<file path="src/hdl/bfs_ram.sv">
// Generic single-port RAM with registered read data.
// No dependencies.
`timescale 1ns / 1ps
module bfs_ram #(
    parameter int WIDTH = 8,
    parameter int DEPTH = 256
) (
    input  logic                     aclk,
    input  logic                     we,
    input  logic [$clog2(DEPTH)-1:0] addr,
    input  logic [WIDTH-1:0]         wdata,
    output logic [WIDTH-1:0]         rdata
);
    logic [WIDTH-1:0] mem [DEPTH];

    always_ff @(posedge aclk) begin
        if (we) begin
            mem[addr] <= wdata;
        end
        rdata <= mem[addr];
    end
endmodule

</file>
<file path="config.mk">
export PLATFORM = sky130hd
export DESIGN_NAME = bfs_ram
export DESIGN_NICKNAME = d
export VERILOG_FILES = /design/src/hdl/bfs_ram.sv
export SDC_FILE = /design/constraint.sdc
export NUM_CORES = 2
export LEC_CHECK = 0
export ABC_AREA = 1
export BUFFER_PORTS_ARGS = -buffer_cell sky130_fd_sc_hd__buf_4
export CAP_MARGIN = 30
export CORE_ASPECT_RATIO = 0.8
export CORE_UTILIZATION = 25
export CTS_CLUSTER_SIZE = 30
export DETAILED_ROUTE_END_ITERATION = 16
export HOLD_SLACK_MARGIN = 0.15
export PLACE_DENSITY_LB_ADDON = 0.08
export SLEW_MARGIN = 0
export SYNTH_ARGS = -nofsm -noshare
export SYNTH_HDL_FRONTEND = slang
export SYNTH_SLANG_ARGS = --single-unit
</file>
<file path="constraint.sdc">
create_clock -name aclk -period 7.89 [get_ports aclk]
set_clock_uncertainty 0.15 [all_clocks]
set_input_delay 2.367 -clock aclk [delete_from_list [all_inputs] [get_ports aclk]]
set_output_delay 2.367 -clock aclk [all_outputs]
set_load 0.02 [all_outputs]
</file>
==> metrics <==
number of port buffers 25; Hold/Removal Path Class register to register; drt total wl 293 mm; final setup vio count 0; num rows between 150 and 200; CTS tree built; first-pass GRT wire length about 420 mm; cell taking the most area after synthesis edfxtp_1; clock group share of total power 43.0%; DRC violations left 0; syn_nets between 8,000 and 9,000; cell with the most instances after synthesis nand2_1; worst-path fanout max 59; Crit. End Element register; largest net degree at the start of global routing about 140; Setup Crit Path Kind primary input to register; initial antenna violation count 27; Vias/cell around 4.3; initial core utilization between 20% and 30%; Synth-to-Final Area Change 14.8%; minimum clock period between 5 and 6 ns; CTS Hold Buffers Added 0; clock sinks around 2,100; Worst-Skew Late Latency about 0.9 ns; post-cts sizing count 0; static leakage ~37 nW; outcome finished clean; wire length per cell about 23 um; Synth cell types 18; Post-CTS Setup Bufs 0; Comb power frac 6.1%; Worst-path clk slew 0.06 ns; worst-case clock buffer depth 4; Final ANT Viol Nets 0; Synth top cells by count nand2_1 (4,770), edfxtp_1 (2,048), nor2_1 (361), nand3_1 (188), buf_2 (182); die area between 300,000 and 400,000 um2; Die W 653 um; htree depth 4; flops & latches, synth ~2,000; Max Slew Vio Count 0; Worst Path Arrival between 5 and 6 ns; main flop type after synthesis edfxtp_1; CTS Buf Count around 230; RePlAce Congestion 0.766; Net Sw Frac a little under a quarter; GRT Residual Overflow 0; via count 55,199; Slew HR roughly a third; Int Pwr 18.0 mW; synth warn 0; Post-synth EDFFs about 2,000; Highest Clock Rate roughly 0.18 GHz; # IOs 26; HPWL after DPL 167 mm; core area between 300,000 and 400,000 um2; Psw 5.67 mW; drt pass-1 iters 6; Synth Instances between 8,000 and 9,000; Yosys top cell area share between 70 and 80%; Avg Cell Area, Syn 10.6 um2; starting DRC count in detailed routing 4,716; Seq pwr share around half; layout cells sized above 1 between 5 and 6%; post-synthesis sequential area ratio between 70% and 80%; max_cap viols 0; Slew @ Worst Pin 0.982 ns; PD cells between 200 and 250 nW/um2; fin crit share between 60 and 70%; Nets about 8,000; Mapped Area 84,900 um2; critical path required time between 8 and 9 ns; top cells by area, synth edfxtp_1 (72%), nand2_1 (21%), nor2_1 (1.6%), nand3_1 (1.1%), buf_2 (1.1%); CP Launch Type primary input; Async SR Flop Fraction 0%; Hold Violations, Final 0; Core Util, Final just under 30%; RSZ-0062 raised after global routing false; number of global-route vias before repair about 55,000; setup TNS 0 ns; Tot GR Track Use roughly 17%; Max VDD drop around 0.17 mV; CTS Root Cell clkbuf_16; Die Ht between 500 and 600 um
## worst max-delay path, stage by stage
cell	delay [ns]
buf_8	0.39
inv_16	0.20
nor2_8	0.44
inv_2	0.11
nor2_1	0.54
nand2_2	0.49
buf_4	0.41
nor2_1	0.71
## power by group through the flow
stage / logic [mW] / clock network [mW] / registers (mW)
global placement: 1.48 / 0 / 12.3
global route: 1.59 / 10.9 / 12.1
detailed placement: 1.47 / 0 / 12.3
floorplan: 0.684 / 0 / 12.3
finish: 1.44 / 10.2 / 12.1
CTS: 1.47 / 10.5 / 12.1
## per-stage QoR
step / instance area [um2] / setup WS (ns) / hold slack [ns] / std cells / power, mW
2_1_floorplan: 84900 / 3.53 / 0.638 / 8021 / 13.0
3_3_place_gp: 90200 / 1.46 / 0.822 / 12253 / 13.8
3_5_place_dp: 90500 / 1.51 / 0.788 / 12272 / 13.8
4_1_cts: 97300 / 2.49 / 0.803 / 12689 / 24.0
5_1_grt: 97400 / 2.39 / 0.911 / 12695 / 24.5
6_report: 97400 / 2.44 / 0.782 / 12705 / 23.7
## sequential cells by signal (all words and copies together), names as in the netlist
name	flops
mem	2048
rdata	8
## per-layer routing
metal,up-vias,track usage [%],part of all wire [%]
li1,26358,-,-
met1,27352,25.4,50
met2,1115,25.1,43
met3,372,2.61,4.9
met4,2,4.18,2.4
met5,-,0,0.0038
## kinds of logic (layout without fill, tap and decap cells)
group | count (synthesis) | count (layout) | synth area share, %
buffers and inverters | 452 | 612 | 2.36
DFF | 2056 | 2056 | 72.7
other | 0 | 12 | 0
AOI/OAI and AO/OA | 192 | 192 | 1.13
and+or+nand+nor | 5321 | 5321 | 23.8
## layout make-up
cell class | count | area, um2
inverter | 35 | 173
sequential | 2056 | 61700
clock buffer | 303 | 6180
clock inverter | 114 | 689
tap | 4512 | 5650
multi-input combinational | 5513 | 21300
timing repair buffer | 160 | 1730
antenna | 12 | 30.0
fill | 34983 | 239000
## cell usage in the layout, fill, tap and decap left out, types with 5 or more instances in the layout
master,synthesis,layout
inv_1,31,28
buf_8,0,10
clkbuf_1,170,66
diode_2,0,12
buf_4,6,112
clkbuf_16,0,237
clkinv_2,0,34
nand3_1,188,188
o21ai_0,41,41
dfxtp_1,8,8
nand2_2,0,15
bufinv_16,0,7
nor2_4,0,5
edfxtp_1,2048,2048
nor2_1,361,356
clkinv_1,0,68
o21ai_1,119,119
a21oi_1,32,32
buf_12,0,32
nand2_1,4770,4754
## final timing paths
check / to / cells past startpoint / from / slack [ns]
worst min register to register: rdata[5] / 10 / mem[251][5] / 0.78
worst max register to register: rdata[0] / 12 / mem[185][0] / 5.09
worst max-delay path: mem[210][4] / 8 / addr[1] / 2.44
worst min-delay path: rdata[5] / 10 / mem[251][5] / 0.78
Note: power is estimated with default switching activity, not from simulation.
