<file path="src/hdl/bfs_pkg.sv">
// Package for the BMP fit scaler: constants, command and status codes,
// FSM state type and the header byte address table. No dependencies.
`timescale 1ns / 1ps
package bfs_pkg;

    localparam int BUFFER_BYTES = 262144;
    localparam int ADDR_W       = $clog2(BUFFER_BYTES);
    localparam int CNT_W        = ADDR_W + 1;
    localparam int HDR_BYTES    = 54;
    localparam int HDR_N        = 20;
    localparam int HDR_IDX_W    = 5;
    localparam logic [7:0] SIG_B = 8'h42;
    localparam logic [7:0] SIG_M = 8'h4D;
    localparam logic [15:0] BPP_24 = 16'd24;
    localparam logic [15:0] BPP_32 = 16'd32;

    typedef enum logic [1:0] {
        CMD_CLEAR = 2'd0,
        CMD_LOAD  = 2'd1,
        CMD_START = 2'd2,
        CMD_NEXT  = 2'd3
    } cmd_t;

    typedef enum logic [2:0] {
        STAT_OK        = 3'd0,
        STAT_BAD_SIG   = 3'd1,
        STAT_BAD_FMT   = 3'd2,
        STAT_TRUNC     = 3'd3,
        STAT_FULL      = 3'd4,
        STAT_NO_IMAGE  = 3'd5
    } status_t;

    typedef enum logic [1:0] {
        REG_BOX_LEFT   = 2'd0,
        REG_BOX_TOP    = 2'd1,
        REG_BOX_WIDTH  = 2'd2,
        REG_BOX_HEIGHT = 2'd3
    } reg_idx_t;

    typedef enum logic [1:0] {
        DIV_SRC_W = 2'd0,
        DIV_SRC_H = 2'd1,
        DIV_OUT_W = 2'd2,
        DIV_OUT_H = 2'd3
    } div_sel_t;

    typedef enum logic [4:0] {
        ST_IDLE, ST_HDR_RD, ST_HDR_END, ST_HDR_CHK, ST_BND_MUL, ST_BND_CHK,
        ST_DIV_GO, ST_DIV_WAIT, ST_ORIGIN, ST_PX_MUL, ST_PX_ROW, ST_PX_SCALE,
        ST_PX_ADDR, ST_PX_RB, ST_PX_RG, ST_PX_RR, ST_PX_FIN, ST_RESP
    } state_t;

    typedef struct packed {
        status_t     status;
        logic [15:0] pixel_x;
        logic [15:0] pixel_y;
        logic [15:0] pixel_color;
        logic [15:0] scaled_width;
        logic [15:0] scaled_height;
        logic        last_pixel;
    } result_t;

    typedef struct packed {
        logic        start;
        logic [31:0] dividend;
        logic [31:0] divisor;
    } div_req_t;

    typedef struct packed {
        logic        done;
        logic [31:0] quotient;
    } div_rsp_t;

    // Header bytes fetched in order: signature, pixel offset, width,
    // height, bit count, compression.
    function automatic logic [ADDR_W-1:0] hdr_addr(input logic [HDR_IDX_W-1:0] idx);
        logic [5:0] a;
        case (idx) inside
            [5'd0:5'd1]:   a = 6'(idx);
            [5'd2:5'd5]:   a = 6'(idx) + 6'd8;
            [5'd6:5'd13]:  a = 6'(idx) + 6'd12;
            [5'd14:5'd19]: a = 6'(idx) + 6'd14;
            default:       a = 6'd0;
        endcase
        return ADDR_W'(a);
    endfunction

endpackage

</file>
<file path="src/hdl/bfs_div.sv">
// Restoring 32-bit unsigned divider, one quotient bit per cycle.
// Depends on bfs_pkg for the request and response structs.
`timescale 1ns / 1ps
module bfs_div (
    input  logic              aclk,
    input  logic              aresetn,
    input  bfs_pkg::div_req_t req,
    output bfs_pkg::div_rsp_t rsp
);
    import bfs_pkg::*;

    logic        busy_reg;
    logic [5:0]  cnt_reg;
    logic [31:0] rem_reg;
    logic [31:0] quo_reg;
    logic [31:0] dvs_reg;
    logic        done_reg;
    logic [32:0] shifted;
    logic        fits;

    assign shifted = {rem_reg, quo_reg[31]};
    assign fits    = shifted >= {1'b0, dvs_reg};

    always_ff @(posedge aclk) begin
        if (!aresetn) begin
            busy_reg <= 1'b0;
            done_reg <= 1'b0;
            cnt_reg  <= 6'd0;
        end else begin
            done_reg <= 1'b0;
            if (req.start) begin
                busy_reg <= 1'b1;
                cnt_reg  <= 6'd32;
            end else if (busy_reg) begin
                cnt_reg <= cnt_reg - 6'd1;
                if (cnt_reg == 6'd1) begin
                    busy_reg <= 1'b0;
                    done_reg <= 1'b1;
                end
            end
        end
    end

    always_ff @(posedge aclk) begin
        if (req.start) begin
            rem_reg <= 32'd0;
            quo_reg <= req.dividend;
            dvs_reg <= req.divisor;
        end else if (busy_reg) begin
            rem_reg <= fits ? 32'(shifted - {1'b0, dvs_reg}) : shifted[31:0];
            quo_reg <= {quo_reg[30:0], fits};
        end
    end

    assign rsp.done     = done_reg;
    assign rsp.quotient = quo_reg;
endmodule

</file>
<file path="config.mk">
export PLATFORM = sky130hd
export DESIGN_NAME = bfs_div
export DESIGN_NICKNAME = d
export VERILOG_FILES = /design/src/hdl/bfs_pkg.sv /design/src/hdl/bfs_div.sv
export SDC_FILE = /design/constraint.sdc
export NUM_CORES = 1
export LEC_CHECK = 0
export BUFFER_PORTS_ARGS = -buffer_cell sky130_fd_sc_hd__buf_2
export CORE_MARGIN = 5
export CORE_UTILIZATION = 55
export CTS_BUF_LIST = sky130_fd_sc_hd__clkbuf_8
export DETAILED_ROUTE_END_ITERATION = 7
export GPL_TIMING_DRIVEN = 1
export PLACE_DENSITY_LB_ADDON = 0.25
export SKIP_LAST_GASP = 1
export SYNTH_ARGS = -nofsm -noshare
export SYNTH_HDL_FRONTEND = slang
export SYNTH_SLANG_ARGS = --single-unit
</file>
<file path="constraint.sdc">
create_clock -name aclk -period 3.55 [get_ports aclk]
set_input_delay 0.1775 -clock aclk [delete_from_list [all_inputs] [get_ports aclk]]
set_output_delay 0.1775 -clock aclk [all_outputs]
set_load 0.01 [all_outputs]
</file>
==> summary.md <==
| Metric | Value |
|---|---|
| Worst Hold Class | `input pin to flop` |
| Final Util | `0.671` |
| DRT iter0 DRCs | `~280` |
| Largest net degree at the start of global routing | `60` |
| Boundary Pins | `100` |
| Commonest cells in the netlist | `64 x edfxtp_1, 48 x nor2_1, 43 x inv_1` |
| Multiplexer share of the synthesized area | `0.0607` |
| CP max stage cell | `a31oi_1` |
| Tmin final | `3.14 ns` |
| Synth async-reset ratio | `0` |
| Input/output buffers | `99` |
| GRT Util Overall | `0.228` |
| VDD IR max | `about 370 uV` |
| Post-Synthesis Mean Instance Area | `approximately 10 um^2` |
| Synth top area share | `0.315` |
| Worst Reg-to-Reg Cells | `11` |
| DR vias/cell | `approximately 6` |
| Wire per inst | `~17 um` |
| Most numerous cell in the Yosys netlist | `edfxtp_1` |
| Net Count, Synth | `706` |
| Root Buffer | `clkbuf_8` |
| Mapped Cells | `604` |
| Post-synthesis compound-gate area fraction | `0.189` |
| Post-CTS sizing | `0` |
| NumNets Final | `827` |
| Initial core utilization | `0.563` |
| Xor/xnor share of the synthesized area | `0.0459` |
| Ys Warns | `0` |
| # setup viols final | `0` |
| CTS tree | `done` |
| Share of cells above drive strength 1 | `0.226` |
| Worst setup path end | `rem_reg[28]$_SDFFE_PP0P_` |
| Cell Pwr Density | `about 430 nW/um^2` |
| Placed Area | `between 6000 and 7000 um^2` |
| FF-to-FF End | `rem_reg[28]$_SDFFE_PP0P_` |
| Antenna diodes | `0` |
| Crit path buf inv count | `2` |
| Tcrit/Tclk final | `0.883` |
| Final Hold Viols | `0` |
| Skew final | `0.0130 ns` |
| Crit path from | `dvs_reg[4]$_DFFE_PP_` |
| Run status | `complete, no violations` |
| Final WL | `14500 um` |
| Slew Limit Fails | `0` |
| DRC viols | `0` |
| Leak pwr | `between 3 and 4 nW` |
| Worst path top cell family by delay | `compound AO/OA/AOI/OAI gates` |
| Post-route cell area | `approximately 7300 um^2` |
| Worst-path clk slew | `about 0.1 ns` |
| CP endpoint kind | `flop` |
| Crit path max fanout | `19` |
| Post-synth EDFFs | `64` |
| GP Congestion | `0.955` |
| Num CTS Buffers | `9` |
| Least-Margin Pin Slew | `~0.67 ns` |
| CP peak stage delay | `0.35 ns` |
| Die span in y | `about 120 um` |
| Critical path depth | `11` |
| Cell variety after synth | `63` |
| Max transition margin | `0.551` |
| Largest family of logic cells by synthesized area | `compound AO/OA/AOI/OAI gates` |
| Initial antenna violation count | `0` |
| FF+latch count, synth | `roughly 100` |
| # clock sinks | `approximately 100` |
| Core area | `approximately 11000 um^2` |
| Unrepaired setup endpoints after global routing | `false` |
| Setup slack, reg-to-reg | `0.41 ns` |
| Die area | `about 13000 um^2` |
| Synthesized area | `6100 um^2` |
| Overflow after GRT | `0` |
| Max cap viols | `0` |
| Prevailing post-synth register cell | `edfxtp_1` |
| ANT nets after route | `0` |
| Required @ worst endpoint | `between 3 and 4 ns` |
| Row count | `38` |
| First-pass GRT wire length | `approximately 24000 um` |
| Syn-to-layout area delta | `19.2%` |
| Fillers | `around 880` |
| Highest Clock Rate | `~320 MHz` |
| Simple-gate area share of the yosys netlist | `0.134` |
| Drt pass-1 iters | `5` |
| HPWL after DPL | `10200 um` |
| Chip width | `115 um` |
| Register area share after synthesis | `0.446` |
| CP cell instances | `inv_1 -> ha_1 -> a21o_1 -> a31oi_1 -> a2111oi_4 -> nor3_4 -> a211oi_4 -> o211ai_1 -> buf_4 -> nand3_1 -> a311oi_1` |
| Area leader, netlist | `edfxtp_1` |
| Total Neg Setup Slack | `0 ns` |
| Clock Latency Late Sink | `between 0.4 and 0.5 ns` |
| Vias in the first global route | `~5000` |
| Critical path type | `flop to flop` |
| H-tree levels | `3` |
| Reg-to-reg startpoint | `dvs_reg[4]$_DFFE_PP_` |
| Top cells by area, synth | `edfxtp_1 32%, dfxtp_1 13%, ha_1 7.0%, mux2_2 5.9%, a311oi_1 3.2%` |
| CP arrival | `around 3.5 ns` |
| Clk buf depth | `2` |
| Post-Synth Adder-Cell Area | `0.0730` |
| Vias | `around 5100` |
| CP Launch Type | `flop` |
## kinds of logic after synthesis
logic type	after synthesis
compound gates	161
fa+ha+maj	35
xor+xnor	32
simple gates	163
mux	33
buf+inv	76
flops	104
## worst min-delay path by stage
stage          startpoint                    end  slack (ns)  cells after the start
6_report          req[49]  quo_reg[17]$_DFFE_PP_        0.06                      2
2_1_floorplan      req[0]   dvs_reg[0]$_DFFE_PP_        0.28                      0
5_1_grt           req[37]   quo_reg[5]$_DFFE_PP_        0.05                      2
4_1_cts           req[59]  quo_reg[27]$_DFFE_PP_        0.04                      2
3_5_place_dp      req[21]  dvs_reg[21]$_DFFE_PP_        0.36                      1
3_3_place_gp      req[14]  dvs_reg[14]$_DFFE_PP_        0.35                      1
## routing by layer
metal / global-route usage / vias to the layer above / part of all wire
li1: - / 2495 / -
met1: 0.282 / 2435 / 0.43
met2: 0.390 / 150 / 0.50
met3: 0.0447 / 26 / 0.044
met4: 0.0970 / 0 / 0.024
met5: 0 / - / 0
## per-stage QoR
| stage | setup WS [ns] | std cells | power, mW | hold slack (ns) |
|---|---|---|---|---|
| final | 0.415 | 870 | 3.13 | 0.0647 |
| after CTS | 0.450 | 870 | 3.15 | 0.0449 |
| after global placement | 0.560 | 821 | 2.25 | 0.354 |
| after detailed placement | 0.488 | 821 | 2.27 | 0.356 |
| after global routing | 0.132 | 870 | 3.30 | 0.0460 |
| after floorplan | 0.838 | 604 | 2.05 | 0.276 |
## power breakdown
group	leakage [nW]	switching [mW]	total (mW)	internal, mW
clock network	0.118	0.438	0.843	0.405
logic	2.03	0.467	0.828	0.360
registers	0.964	0.0566	1.46	1.40
## cell type report
type	count	area (um^2)	share of cell area
clock buffer	9	124	0.0170
tap	140	175	0.0241
multi-input combinational	424	3080	0.423
clock inverter	7	101	0.0139
sequential	104	2720	0.374
timing repair buffer	143	911	0.125
inverter	43	161	0.0222
## worst register-to-register path, delay by kind of cell, from the launching register on
| family | cells | cell delay [ns] |
|---|---|---|
| buffers and inverters | 2 | 0.38 |
| adder cells (fa/ha/maj) | 1 | 0.34 |
| AO/OA/AOI/OAI | 6 | 1.49 |
| AND/OR/NAND/NOR | 2 | 0.49 |
| flip-flops | 1 | 0.33 |
## placed cells by master (no fill, tap or decap), types with 3 or more instances in the layout
master,synthesis,routed
buf_2,7,98
edfxtp_1,64,64
nor2_1,48,48
inv_1,43,44
dfxtp_1,40,40
ha_1,34,34
dlygate4sd3_1,0,33
mux2_2,32,32
a21oi_1,32,32
nand3_1,29,29
nand2_1,28,28
o21ai_1,27,27
a311oi_1,22,22
xnor2_1,20,20
a21o_1,13,13
and3_1,12,12
xor2_1,12,12
buf_4,3,12
o21ai_0,9,9
clkbuf_8,0,9
nand4_1,8,8
a31oi_1,7,7
nor3_1,7,7
o31ai_1,7,7
and2_1,6,6
a211oi_1,7,6
nor2b_1,5,5
o211ai_1,5,5
nor4_1,4,4
o21bai_1,4,4
a41oi_1,3,3
nand3b_1,3,3
and4_1,3,3
nand2b_1,3,3
## timing repair
item,in CTS,in global routing
hold buffers,33,0
hold endpoints to repair,33,0
setup buffers,0,0
Power figures use the tool's default switching activity.
